### config.mk
export PLATFORM = sky130hd
export DESIGN_NAME = line_and_circle_rasterizer
export DESIGN_NICKNAME = d
export VERILOG_FILES = /design/src/rtl/lcr_pkg.sv /design/src/rtl/line_and_circle_rasterizer.sv
export SDC_FILE = /design/constraint.sdc
export NUM_CORES = 1
export LEC_CHECK = 0
export BUFFER_PORTS_ARGS = -buffer_cell sky130_fd_sc_hd__buf_2
export CAP_MARGIN = 20
export CORE_ASPECT_RATIO = 1.75
export CORE_MARGIN = 4
export CORE_UTILIZATION = 55
export DETAILED_ROUTE_END_ITERATION = 10
export GPL_TIMING_DRIVEN = 0
export PLACE_DENSITY = 0.73
export SYNTH_ARGS = -nofsm -noshare
export SYNTH_HDL_FRONTEND = slang
export SYNTH_SLANG_ARGS = --single-unit
### constraint.sdc
create_clock -name clk -period 11.5 [get_ports clk]
set_clock_uncertainty 0.15 [all_clocks]
set_input_delay 0.575 -clock clk [delete_from_list [all_inputs] [get_ports clk]]
set_output_delay 0.575 -clock clk [all_outputs]
set_load 0.03 [all_outputs]
### src/rtl/lcr_pkg.sv
// Shared types and constants for the line and circle rasterizer.
package lcr_pkg;

  localparam int COORD_BITS_DEF = 12;
  localparam int MAX_RESULTS    = 8;
  localparam int CFG_IDX_BITS   = 2;

  localparam int CANVAS_W_RESET = 640;
  localparam int CANVAS_H_RESET = 480;

  typedef enum logic [1:0] {
    MODE_IDLE   = 2'd0,
    MODE_LINE   = 2'd1,
    MODE_CIRCLE = 2'd2
  } mode_t;

  typedef enum logic [1:0] {
    ACT_LINE   = 2'd0,
    ACT_CIRCLE = 2'd1,
    ACT_STEP   = 2'd2
  } action_t;

  typedef enum logic [CFG_IDX_BITS-1:0] {
    CFG_CANVAS_WIDTH  = 2'd0,
    CFG_CANVAS_HEIGHT = 2'd1
  } cfg_reg_t;

endpackage

### src/rtl/line_and_circle_rasterizer.sv
// Bresenham line and midpoint circle rasterizer with a pixel output queue.
//
// Input channel (in_valid/in_ready) takes command words: start a line from
// point A to point B, start a circle centred at A, or advance one step.
// A start that falls outside the canvas gives one word with out_rejected set;
// an accepted start gives nothing. Each advance gives one pixel of a line, or
// four (first advance) or eight pixels of a circle; the final pixel of a
// primitive carries out_last_pixel. A new start drops the primitive in flight.
// The step logic sits between the primitive state registers and an 8-deep
// result queue, so results appear in the cycle after the input word is taken.
// The output drains one word per cycle while out_ready is high; the input is
// ready while the queue is empty or its final word leaves in this cycle. Line
// advances sustain one word per cycle while out_ready is high.
// cfg_we writes canvas_width (index 0) or canvas_height (index 1); write
// only while idle. Synchronous active-low reset empties the queue, idles the
// block and sets the canvas to 640 by 480. A stalled receiver holds the
// head word, and the input stays held off while any word waits in the queue.
module line_and_circle_rasterizer #(
  parameter int COORD_BITS = lcr_pkg::COORD_BITS_DEF
) (
  input  logic                              clk,
  input  logic                              rst_n,
  input  logic                              cfg_we,
  input  logic [lcr_pkg::CFG_IDX_BITS-1:0]  cfg_index,
  input  logic [COORD_BITS:0]               cfg_wdata,
  input  logic                              in_valid,
  output logic                              in_ready,
  input  logic [1:0]                        in_action,
  input  logic [COORD_BITS-1:0]             in_point_a_x,
  input  logic [COORD_BITS-1:0]             in_point_a_y,
  input  logic [COORD_BITS-1:0]             in_point_b_x,
  input  logic [COORD_BITS-1:0]             in_point_b_y,
  input  logic [COORD_BITS-2:0]             in_circle_radius,
  output logic                              out_valid,
  input  logic                              out_ready,
  output logic [COORD_BITS-1:0]             out_pixel_x,
  output logic [COORD_BITS-1:0]             out_pixel_y,
  output logic                              out_last_pixel,
  output logic                              out_rejected
);
  import lcr_pkg::*;

  localparam int CW   = COORD_BITS;
  localparam int DW   = CW + 1;
  localparam int EW   = CW + 2;
  localparam int SW   = CW + 2;
  localparam int DCW  = CW + 4;
  localparam int NR   = MAX_RESULTS;
  localparam int CNTW = $clog2(NR + 1);

  // configuration
  logic [DW-1:0] canvas_w_r, canvas_h_r;

  // primitive state
  mode_t           mode_r, mode_nxt;
  logic            first_r, first_nxt;
  logic [CW-1:0]   cur_x_r, cur_y_r, cur_x_nxt, cur_y_nxt;
  logic [CW-1:0]   tgt_x_r, tgt_y_r, tgt_x_nxt, tgt_y_nxt;
  logic [CW-1:0]   dx_r, dy_r, dx_nxt, dy_nxt;
  logic            sxn_r, syn_r, sxn_nxt, syn_nxt;
  logic [EW-1:0]   err_r, err_nxt;
  logic [CW-1:0]   min_r, maj_r, min_nxt, maj_nxt;
  logic [DCW-1:0]  dec_r, dec_nxt;
  logic [SW-1:0]   dsx_r, dsy_r, dsx_nxt, dsy_nxt;

  // result queue, head at entry 0
  logic [CW-1:0]   qx_r [NR];
  logic [CW-1:0]   qy_r [NR];
  logic            ql_r [NR];
  logic            qj_r [NR];
  logic [CNTW-1:0] cnt_r;

  logic [CW-1:0]   res_x [NR];
  logic [CW-1:0]   res_y [NR];
  logic            res_l [NR];
  logic            res_j [NR];
  logic [CNTW-1:0] nres;

  logic in_acc, pop;
  logic line_rej, circ_rej, line_done, circ_last;

  // helpers
  logic [DW-1:0]   ax_sum, ay_sum;
  logic [CW-1:0]   abs_dx, abs_dy;
  logic [EW:0]     e2;
  logic            e2_gt, e2_lt;
  logic            dec_ge0;
  logic [CW-1:0]   maj_s, min_s;
  logic [SW-1:0]   dsy_s, dsx_s;
  logic [DCW-1:0]  dec_a;

  assign pop       = out_valid && out_ready;
  assign out_valid = (cnt_r != '0);
  assign in_ready  = (cnt_r == '0) || ((cnt_r == CNTW'(1)) && out_ready);
  assign in_acc    = in_valid && in_ready;

  assign out_pixel_x    = qx_r[0];
  assign out_pixel_y    = qy_r[0];
  assign out_last_pixel = ql_r[0];
  assign out_rejected   = qj_r[0];

  // start checks
  assign ax_sum   = {1'b0, in_point_a_x} + DW'(in_circle_radius);
  assign ay_sum   = {1'b0, in_point_a_y} + DW'(in_circle_radius);
  assign line_rej = !({1'b0, in_point_a_x} < canvas_w_r) || !({1'b0, in_point_a_y} < canvas_h_r)
                 || !({1'b0, in_point_b_x} < canvas_w_r) || !({1'b0, in_point_b_y} < canvas_h_r);
  assign circ_rej = (in_point_a_x < CW'(in_circle_radius)) || (in_point_a_y < CW'(in_circle_radius))
                 || !(ax_sum < canvas_w_r) || !(ay_sum < canvas_h_r);

  assign abs_dx = (in_point_a_x > in_point_b_x) ? in_point_a_x - in_point_b_x
                                                : in_point_b_x - in_point_a_x;
  assign abs_dy = (in_point_a_y > in_point_b_y) ? in_point_a_y - in_point_b_y
                                                : in_point_b_y - in_point_a_y;

  // line step
  assign line_done = (cur_x_r == tgt_x_r) && (cur_y_r == tgt_y_r);
  assign e2    = {err_r, 1'b0};
  assign e2_gt = $signed(e2) > $signed((EW+1)'(0) - (EW+1)'(dy_r));
  assign e2_lt = $signed(e2) < $signed((EW+1)'(dx_r));

  // circle step: midpoint update before the octant points
  assign dec_ge0 = !dec_r[DCW-1];
  assign maj_s   = dec_ge0 ? maj_r - CW'(1) : maj_r;
  assign dsy_s   = dec_ge0 ? dsy_r + SW'(2) : dsy_r;
  assign dec_a   = dec_ge0 ? dec_r + {{(DCW-SW){dsy_s[SW-1]}}, dsy_s} : dec_r;
  assign min_s   = min_r + CW'(1);
  assign dsx_s   = dsx_r + SW'(2);
  assign circ_last = first_r ? !(min_r < maj_r) : !(min_s < maj_s);

  // next mode
  always_comb begin
    mode_nxt = mode_r;
    if (in_acc) begin
      unique case (in_action)
        ACT_LINE:   mode_nxt = line_rej ? MODE_IDLE : MODE_LINE;
        ACT_CIRCLE: mode_nxt = circ_rej ? MODE_IDLE : MODE_CIRCLE;
        ACT_STEP: begin
          unique case (mode_r)
            MODE_LINE:   if (line_done) mode_nxt = MODE_IDLE;
            MODE_CIRCLE: if (circ_last) mode_nxt = MODE_IDLE;
            default:     mode_nxt = mode_r;
          endcase
        end
        default: mode_nxt = mode_r;
      endcase
    end
  end

  // datapath and result words
  always_comb begin
    first_nxt = first_r;
    cur_x_nxt = cur_x_r;
    cur_y_nxt = cur_y_r;
    tgt_x_nxt = tgt_x_r;
    tgt_y_nxt = tgt_y_r;
    dx_nxt    = dx_r;
    dy_nxt    = dy_r;
    sxn_nxt   = sxn_r;
    syn_nxt   = syn_r;
    err_nxt   = err_r;
    min_nxt   = min_r;
    maj_nxt   = maj_r;
    dec_nxt   = dec_r;
    dsx_nxt   = dsx_r;
    dsy_nxt   = dsy_r;
    nres      = '0;
    for (int i = 0; i < NR; i++) begin
      res_x[i] = '0;
      res_y[i] = '0;
      res_l[i] = 1'b0;
      res_j[i] = 1'b0;
    end
    unique case (in_action)
      ACT_LINE: begin
        if (line_rej) begin
          res_j[0] = 1'b1;
          nres     = CNTW'(1);
        end else begin
          cur_x_nxt = in_point_a_x;
          cur_y_nxt = in_point_a_y;
          tgt_x_nxt = in_point_b_x;
          tgt_y_nxt = in_point_b_y;
          dx_nxt    = abs_dx;
          dy_nxt    = abs_dy;
          sxn_nxt   = !(in_point_a_x < in_point_b_x);
          syn_nxt   = !(in_point_a_y < in_point_b_y);
          err_nxt   = EW'(abs_dx) - EW'(abs_dy);
        end
      end
      ACT_CIRCLE: begin
        if (circ_rej) begin
          res_j[0] = 1'b1;
          nres     = CNTW'(1);
        end else begin
          cur_x_nxt = in_point_a_x;
          cur_y_nxt = in_point_a_y;
          min_nxt   = '0;
          maj_nxt   = CW'(in_circle_radius);
          dec_nxt   = DCW'(1) - DCW'(in_circle_radius);
          dsx_nxt   = SW'(1);
          dsy_nxt   = SW'(0) - {2'b00, in_circle_radius, 1'b0};
          first_nxt = 1'b1;
        end
      end
      ACT_STEP: begin
        unique case (mode_r)
          MODE_LINE: begin
            res_x[0] = cur_x_r;
            res_y[0] = cur_y_r;
            res_l[0] = line_done;
            nres     = CNTW'(1);
            if (!line_done) begin
              err_nxt = err_r - (e2_gt ? EW'(dy_r) : EW'(0))
                              + (e2_lt ? EW'(dx_r) : EW'(0));
              if (e2_gt) cur_x_nxt = sxn_r ? cur_x_r - CW'(1) : cur_x_r + CW'(1);
              if (e2_lt) cur_y_nxt = syn_r ? cur_y_r - CW'(1) : cur_y_r + CW'(1);
            end
          end
          MODE_CIRCLE: begin
            if (first_r) begin
              first_nxt = 1'b0;
              res_x[0] = cur_x_r;          res_y[0] = cur_y_r + maj_r;
              res_x[1] = cur_x_r;          res_y[1] = cur_y_r - maj_r;
              res_x[2] = cur_x_r + maj_r;  res_y[2] = cur_y_r;
              res_x[3] = cur_x_r - maj_r;  res_y[3] = cur_y_r;
              res_l[3] = circ_last;
              nres     = CNTW'(4);
            end else begin
              maj_nxt = maj_s;
              min_nxt = min_s;
              dsy_nxt = dsy_s;
              dsx_nxt = dsx_s;
              dec_nxt = dec_a + {{(DCW-SW){dsx_s[SW-1]}}, dsx_s};
              res_x[0] = cur_x_r + min_s;  res_y[0] = cur_y_r + maj_s;
              res_x[1] = cur_x_r - min_s;  res_y[1] = cur_y_r + maj_s;
              res_x[2] = cur_x_r + min_s;  res_y[2] = cur_y_r - maj_s;
              res_x[3] = cur_x_r - min_s;  res_y[3] = cur_y_r - maj_s;
              res_x[4] = cur_x_r + maj_s;  res_y[4] = cur_y_r + min_s;
              res_x[5] = cur_x_r - maj_s;  res_y[5] = cur_y_r + min_s;
              res_x[6] = cur_x_r + maj_s;  res_y[6] = cur_y_r - min_s;
              res_x[7] = cur_x_r - maj_s;  res_y[7] = cur_y_r - min_s;
              res_l[7] = circ_last;
              nres     = CNTW'(8);
            end
          end
          default: nres = '0;
        endcase
      end
      default: nres = '0;
    endcase
  end

  // control state and configuration
  always_ff @(posedge clk) begin
    if (!rst_n) begin
      mode_r     <= MODE_IDLE;
      first_r    <= 1'b0;
      cnt_r      <= '0;
      canvas_w_r <= DW'(CANVAS_W_RESET);
      canvas_h_r <= DW'(CANVAS_H_RESET);
    end else begin
      if (cfg_we) begin
        if (cfg_index == CFG_CANVAS_WIDTH)  canvas_w_r <= cfg_wdata;
        if (cfg_index == CFG_CANVAS_HEIGHT) canvas_h_r <= cfg_wdata;
      end
      if (in_acc) begin
        mode_r  <= mode_nxt;
        first_r <= first_nxt;
        cnt_r   <= nres;
      end else if (pop) begin
        cnt_r <= cnt_r - CNTW'(1);
      end
    end
  end

  // primitive payload and result queue
  always_ff @(posedge clk) begin
    if (in_acc) begin
      cur_x_r <= cur_x_nxt;
      cur_y_r <= cur_y_nxt;
      tgt_x_r <= tgt_x_nxt;
      tgt_y_r <= tgt_y_nxt;
      dx_r    <= dx_nxt;
      dy_r    <= dy_nxt;
      sxn_r   <= sxn_nxt;
      syn_r   <= syn_nxt;
      err_r   <= err_nxt;
      min_r   <= min_nxt;
      maj_r   <= maj_nxt;
      dec_r   <= dec_nxt;
      dsx_r   <= dsx_nxt;
      dsy_r   <= dsy_nxt;
      for (int i = 0; i < NR; i++) begin
        qx_r[i] <= res_x[i];
        qy_r[i] <= res_y[i];
        ql_r[i] <= res_l[i];
        qj_r[i] <= res_j[i];
      end
    end else if (pop) begin
      // advance the queue toward the head
      for (int i = 0; i < NR - 1; i++) begin
        qx_r[i] <= qx_r[i+1];
        qy_r[i] <= qy_r[i+1];
        ql_r[i] <= ql_r[i+1];
        qj_r[i] <= qj_r[i+1];
      end
    end
  end

`ifndef SYNTH
  a_accept_drains: assert property (@(posedge clk) disable iff (!rst_n)
    in_acc |-> ((cnt_r == '0) || pop))
    else $error("input word taken while queued results remain");

  a_reject_one: assert property (@(posedge clk) disable iff (!rst_n)
    (in_acc && (((in_action == ACT_LINE) && line_rej) ||
                ((in_action == ACT_CIRCLE) && circ_rej)))
    |=> ((cnt_r == CNTW'(1)) && out_rejected && (mode_r == MODE_IDLE)))
    else $error("refused start did not give a single rejected word");

  a_last_not_rejected: assert property (@(posedge clk) disable iff (!rst_n)
    out_valid |-> !(out_last_pixel && out_rejected))
    else $error("word marked both last and rejected");

  a_last_idles: assert property (@(posedge clk) disable iff (!rst_n)
    (in_acc && (in_action == ACT_STEP) && (mode_r == MODE_LINE) && line_done)
    |=> (mode_r == MODE_IDLE))
    else $error("line did not idle after its end point");
`endif

endmodule
Word-level counts from Yosys, hierarchy flattened
Memories as Yosys holds them, arrays and structs flattened.
Cells that the tools add are included.
{ "word_totals": {"register_bits": 189, "mem_bits_rw": 208, "input_bits": 81, "out_inout_bits": 28, "word_cells": 276, "memories": 4} }
{ "memory_table": {"columns": ["memory", "depth", "word_bits", "read_ports", "rd_clocked_by_memory_dff", "write_ports", "line", "source"], "rows": [
  ["qx_r", 8, 12, 8, 0, 8, "line_and_circle_rasterizer.sv:67", "logic [CW-1:0] qx_r [NR];"],
  ["qy_r", 8, 12, 8, 0, 8, "line_and_circle_rasterizer.sv:68", "logic [CW-1:0] qy_r [NR];"],
  ["qj_r", 8, 1, 8, 0, 8, "line_and_circle_rasterizer.sv:70", "logic qj_r [NR];"],
  ["ql_r", 8, 1, 8, 0, 8, "line_and_circle_rasterizer.sv:69", "logic ql_r [NR];"]
]} }
{ "classes": {"addsub": 35, "n_lt_le_gt_ge": 16, "eq_ne": 19, "n_mux": 116, "n_bitwise": 29, "reduce_logical": 38} }
{ "op_table": {"columns": ["op", "count"], "rows": [
  ["12-bit 2-to-1 mux", 37],
  ["48-bit 2-to-1 mux", 4],
  ["96-bit 2-to-1 mux", 2],
  ["84-bit 2-to-1 mux", 2],
  ["14-bit 2-to-1 mux", 10],
  ["12-bit subtractor", 10],
  ["12-bit one-hot mux with 2 select lines", 4],
  ["14-bit one-hot mux with 2 select lines", 3],
  ["12-bit adder", 6],
  ["12-bit one-hot mux with 3 select lines", 2],
  ["16-bit 2-to-1 mux", 4],
  ["12-bit by 13-bit < comparator with 1-bit output", 4],
  ["12-bit < comparator", 4],
  ["12-bit by 1-bit adder with 12-bit output, second input constant", 3],
  ["12-bit by 1-bit subtractor with 12-bit output, second input constant", 3],
  ["1-bit 2-to-1 mux", 35],
  ["16-bit adder", 2],
  ["16-bit one-hot mux with 2 select lines", 1],
  ["14-bit by 2-bit adder with 14-bit output, second input constant", 2],
  ["1-bit OR", 28],
  ["12-bit by 11-bit adder with 13-bit output", 2],
  ["13-bit < comparator", 2],
  ["1-bit by 12-bit subtractor with 13-bit output, first input constant", 2],
  ["12-bit == test", 2],
  ["35 further kinds", 79]
]} }

Logic depth before layout (Yosys ltp)
{ "logic_depth": {"ltp_word": 9, "mapped_depth": 28, "depth_no_buf": 28} }

Least setup slack after synthesis
Ideal clock, no wire load.
{ "synth_timing": {"path_kind": "input port to flip-flop", "start": "in in_point_a_y[0]", "end": "reg dec_r[0], enable pin", "setup_time_ns": 0.589, "arrival_ns": 8.701, "required_time_ns": 10.761, "setup_slack_ns": 2.060, "path_stages": 20, "path_buffers": 0, "path_cell_list": "ha_1 -> fa_1 -> nand2b_1 -> a21oi_1 -> o21ai_0 -> a21oi_1 -> nor2_1 -> o21bai_1 -> a21oi_1 -> o21bai_1 -> a21oi_1 -> xnor2_1 -> ha_1 -> a21oi_1 -> nor2b_1 -> o21ai_0 -> o2111ai_1 -> or4_1 -> a211o_1 -> a211oi_1"} }
{ "synth_between": {"elab_chain_cells": 6, "elab_cells_between_ends": 9, "classes_between": "add/sub (1); order compare (2); eq/ne (1); reduce/logical (5)"} }
{ "synth_rtl": {"columns": ["item", "line", "source"], "rows": [
  ["start, declared", "line_and_circle_rasterizer.sv:30", "input logic [COORD_BITS-1:0] in_point_a_y,"],
  ["12-bit by 11-bit adder with 13-bit output / 12-bit by 11-bit < comparator with 1-bit output (equally long branches)", "line_and_circle_rasterizer.sv:104, line_and_circle_rasterizer.sv:107", null],
  ["13-bit < comparator / 1-bit logical OR (equally long branches)", "line_and_circle_rasterizer.sv:108, line_and_circle_rasterizer.sv:107", null],
  ["1-bit logical NOT / 1-bit logical OR (equally long branches)", "line_and_circle_rasterizer.sv:108", "|| !(ax_sum < canvas_w_r) || !(ay_sum < canvas_h_r);"],
  ["1-bit logical OR *", "line_and_circle_rasterizer.sv:108", null],
  ["2-bit != test (no line) *", null, null],
  ["5-bit AND reduction (no line) *", null, null],
  ["end signal, assigned", "line_and_circle_rasterizer.sv:290", "dec_r <= dec_nxt;"],
  ["end, declared", "line_and_circle_rasterizer.sv:63", "logic [DCW-1:0] dec_r, dec_nxt;"]
]} }
Mark *: on every way between the ends. The rest lies on a longest branch, timed or not.
A chain may end at the register's enable or synchronous reset.

Worst setup path after layout
{ "layout_timing": {"start": "in in_circle_radius[1]", "end": "reg cur_y_r[5], enable pin"} }
{ "layout_between": {"elab_chain_cells": 7, "elab_cells_between_ends": 13, "classes_between": "add/sub (2); order compare (4); eq/ne (1); reduce/logical (6)"} }
{ "layout_rtl": {"columns": ["item", "line", "source"], "rows": [
  ["start, declared", "line_and_circle_rasterizer.sv:33", "input logic [COORD_BITS-2:0] in_circle_radius,"],
  ["12-bit by 11-bit adder with 13-bit output", "line_and_circle_rasterizer.sv:103", "assign ax_sum = {1'b0, in_point_a_x} + DW'(in_circle_radius);"],
  ["13-bit < comparator", "line_and_circle_rasterizer.sv:108", null],
  ["1-bit logical NOT", "line_and_circle_rasterizer.sv:108", null],
  ["1-bit logical OR", "line_and_circle_rasterizer.sv:108", null],
  ["1-bit logical OR *", "line_and_circle_rasterizer.sv:108", null],
  ["2-bit != test (no line) *", null, null],
  ["7-bit AND reduction (no line) *", null, null],
  ["end signal, assigned", "line_and_circle_rasterizer.sv:280", "cur_y_r <= cur_y_nxt;"],
  ["end, declared", "line_and_circle_rasterizer.sv:57", "logic [CW-1:0] cur_x_r, cur_y_r, cur_x_nxt, cur_y_nxt;"]
]} }
Marks and branches as above.

==> flow_metrics.py <==
metrics = {
    "synthesis": {
        "synth_top_family_by_area": "adder cells",
        "synth_compound_area_share_pct": 18.1,
        "synthTopCellsByArea": "edfxtp_1 (32%), ha_1 (17%), xnor2_1 (5.7%)",
        "synthesis.area_um2": 32400,
        "synth_top_area_cell": "edfxtp_1",
        "synth_edf_count": 349,
        "yosysUniqueCellTypes": 79,
        "syn_avg_cell_area_um2": 9.36,
        "synth_commonest_cells": "ha_1 (431), nand2_1 (352), edfxtp_1 (349)",
        "synthSimpleGateAreaFrac_pct": 13.1,
        "ys_async_sr_fraction_pct": 0,
        "synth-xor-area-share_pct": 8.29,
        "synth.net_count": 4014,
        "syn_inst": 3467,
        "synthFlopType": "edfxtp_1",
        "yosys_register_bits": 395,
        "yosys.area_share.adder_pct": 18.8,
        "ys_seq_area_share_pct": 35.1,
        "synth_top_area_share_pct": 32.3,
        "synth.most_common_cell": "ha_1",
        "synthMuxAreaShare_pct": 1.15,
        "yosysWarnings": 0,
    },
    "clocking": {
        "clkTransAtPathRegs_ns": 0.06,
        "clock_latency_ns": 0.61,
        "cts_sinks": 395,
        "cts_root_buffer": "clkbuf_16",
        "cts_setup_buffers": 0,
        "numCtsBuffers": 41,
        "cts_tree": "built",
        "htreeDepth": 2,
        "cts_buffer_depth": 3,
        "cts_hold_buf": 0,
        "cts_resized": 0,
    },
    "timing": {
        "clock.fmax_ghz": 0.154,
        "fin_ws_ns": 4.99,
        "setup_viol": 0,
        "drv_slew": 0,
        "fin_crit_sh_pct": 56.6,
        "worst_pin_slew_ns": 1.23,
        "holdWs_ns": 0.0586,
        "rsz0062_at_grt": "no",
        "finalHoldViolations": 0,
        "relSlewSlack_pct": 17.8,
        "finalCriticalPeriod_ns": 6.51,
    },
    "placed_design": {
        "dpl_cell_area_um2": 34200,
        "dp_slack_ns": 4.44,
        "dp_hpwl_um": 92600,
        "place_congestion": 1.01,
        "portBuffers": 107,
    },
    "floorplan": {
        "ios": 109,
        "initial_core_util_pct": 55.7,
        "die_h_um": 329,
        "dieArea_um2": 63100,
        "core.rowCount": 117,
        "die_w_um": 192,
        "core_um2": 58300,
    },
    "cells_and_area": {
        "area_delta_synth_final_pct": 9.83,
        "drive_gt1_share_pct": 7.07,
        "nNetsFinal": 4176,
        "final_area_um2": 35600,
    },
    "drt": {
        "drt_iter0_drc": 2077,
        "route.detailed.drc": 0,
        "drt-pass1-iter-count": 6,
        "viasPerCell": 6.09,
        "wirelength_um": 114000,
        "vias": 27000,
        "wire_per_inst_um": 25.6,
        "antenna_left": 0,
    },
    "global_route": {
        "grt_pass1_wl_um": 168000,
        "antenna_found_initial": 0,
        "grt_pass1_vias": 27800,
        "grt.total_usage_pct": 36.0,
        "grt_max_degree": 98,
        "grt_overflow": 0,
    },
    "job": {
        "cap_violations": 0,
    },
    "critical_path": {
        "worstPathArrival_ns": 6.67,
        "required_ns": 11.66,
        "critical_path_class": "in2reg",
        "r2r_slack_ns": 5.01,
        "slowest_delay_ns": 0.72,
        "slowest_stage": "nor4_2",
        "cp_top_family": "compound AO/OA/AOI/OAI gates",
        "end_kind": "register",
        "r2r-end": "err_r[13]",
        "crit-reg2reg-launch": "dy_r[2]",
        "path_max_fanout": 11,
        "crit_path_start": "in_circle_radius[1]",
        "r2r_cells": 25,
        "worst-path-buf-inv": 4,
        "cp-start-kind": "primary input",
        "path_cells": "buf_2 > inv_1 > ha_1 > inv_1 > a21oi_1 > o21a_1 > o21bai_1 > a21oi_1 > nor2_1 > o21bai_1 > a221oi_1 > o41ai_1 > xnor2_1 > ha_1 > nor2b_1 > o21ai_0 > o2111ai_1 > or4_1 > a211o_1 > a22o_1 > nor4_2 > buf_4",
    },
    "min_path": {
        "worstHoldEndpoint": "canvas_h_r[5]",
        "hp-start": "cfg_wdata[5]",
        "whs_path_depth": 3,
        "min_path_type": "in2reg",
    },
    "power": {
        "power.total_mw": 5.97,
        "power_density_nw_per_um2": 168,
        "leakagePower_nw": 15.4,
        "max-vdd-ir-drop_mv": 0.162,
    },
    "outcome": {
        "status": "finished clean",
    },
}
how the worst max path moves through the flow:
stage | cells after the start | to | slack, ns
global route | 25 | err_r[13] | 4.45
finish | 22 | cur_y_r[5] | 4.99
global placement | 20 | dsy_r[11] | -1.73
detailed placement | 22 | cur_y_r[11] | 4.44
floorplan | 20 | dec_r[0] | 2.06
CTS | 25 | err_r[13] | 5.05
cell usage in the layout, fill, tap and decap left out, types with 20 or more instances in the layout:
master,Yosys,final
a211oi_1,22,20
a21boi_0,34,34
a21o_1,118,118
a21oi_1,248,248
a22o_1,21,21
and2_1,42,42
and3_1,22,22
buf_2,4,111
buf_4,24,26
clkbuf_1,89,93
clkbuf_16,0,43
dfxtp_1,46,46
edfxtp_1,349,349
fa_1,35,35
ha_1,431,431
inv_1,309,308
mux2i_1,26,26
nand2_1,352,352
nand2b_1,51,51
nand3_1,40,40
nand4_1,33,33
nor2_1,212,211
nor2b_1,45,45
nor3_1,46,45
o21a_1,23,23
o21ai_0,196,196
o21bai_1,66,66
o31ai_1,30,29
xnor2_1,212,212
xor2_1,95,95
layer usage:
layer	part of all wire, %	routed length (um)	global-route usage, %	vias up
met1	33	37500	35.5	12800
met2	50	56600	64.1	1120
met5	0	0	0	-
met4	12	13900	33.9	0
met3	5.1	5760	4.63	512
li1	-	-	-	12600
flip-flops by register name, indices dropped and copies added, names as in the netlist, 13 cells and up:
signal      cells
qx_r           96
qy_r           96
dec_r          16
err_r          14
canvas_h_r     13
canvas_w_r     13
dsx_r          13
dsy_r          13
logic make-up after synthesis:
| kind of cell | after synthesis |
|---|---|
| buffers and inverters | 443 |
| adder cells (fa/ha/maj) | 466 |
| XOR/XNOR | 307 |
| AND/OR/NAND/NOR | 913 |
| flip-flops | 395 |
| AO/OA/AOI/OAI | 907 |
| multiplexers | 36 |
worst reg2reg max path, cell delays in order, from the launching register on:
cell	delay, ns
edfxtp_1	0.48
nor2_1	0.18
nand2_1	0.12
nor4_1	0.34
nor4b_1	0.43
xor2_1	0.13
ha_1	0.29
nand3_1	0.10
nor2_1	0.12
nand3_1	0.10
o221ai_1	0.15
o221a_2	0.33
clkbuf_1	0.36
and2_1	0.21
fa_1	0.42
inv_1	0.07
ha_1	0.25
a21oi_1	0.22
nand2b_1	0.14
a21boi_0	0.12
o41ai_2	0.41
o21ai_0	0.24
a2111oi_0	0.43
nor3_1	0.15
xor2_1	0.16
o21ai_1	0.08
metrics by stage:
stage	std cells	setup TNS [ns]	utilization, %
4_1_cts	4435	0	61.1
6_report	4436	0	61.1
3_3_place_gp	4347	-113.61	58.3
5_1_grt	4435	0	61.1
3_5_place_dp	4359	0	58.7
2_1_floorplan	3467	0	-
where the power goes:
part	leakage (nW)	switching (mW)	total, mW	internal [mW]
combinational	11.0	1.47	2.25	0.774
sequential	3.76	0.179	2.26	2.08
clock	0.695	0.630	1.46	0.831
layout make-up:
class,count,area (um2)
antenna,1,2.50
sequential,395,11400
fill,5274,22600
timing repair buffer,119,728
clock buffer,48,1100
clock inverter,28,324
tap,773,967
multi-input combinational,2629,19300
buffer,132,598
inverter,311,1170
Note: power is estimated with default switching activity, not from simulation.
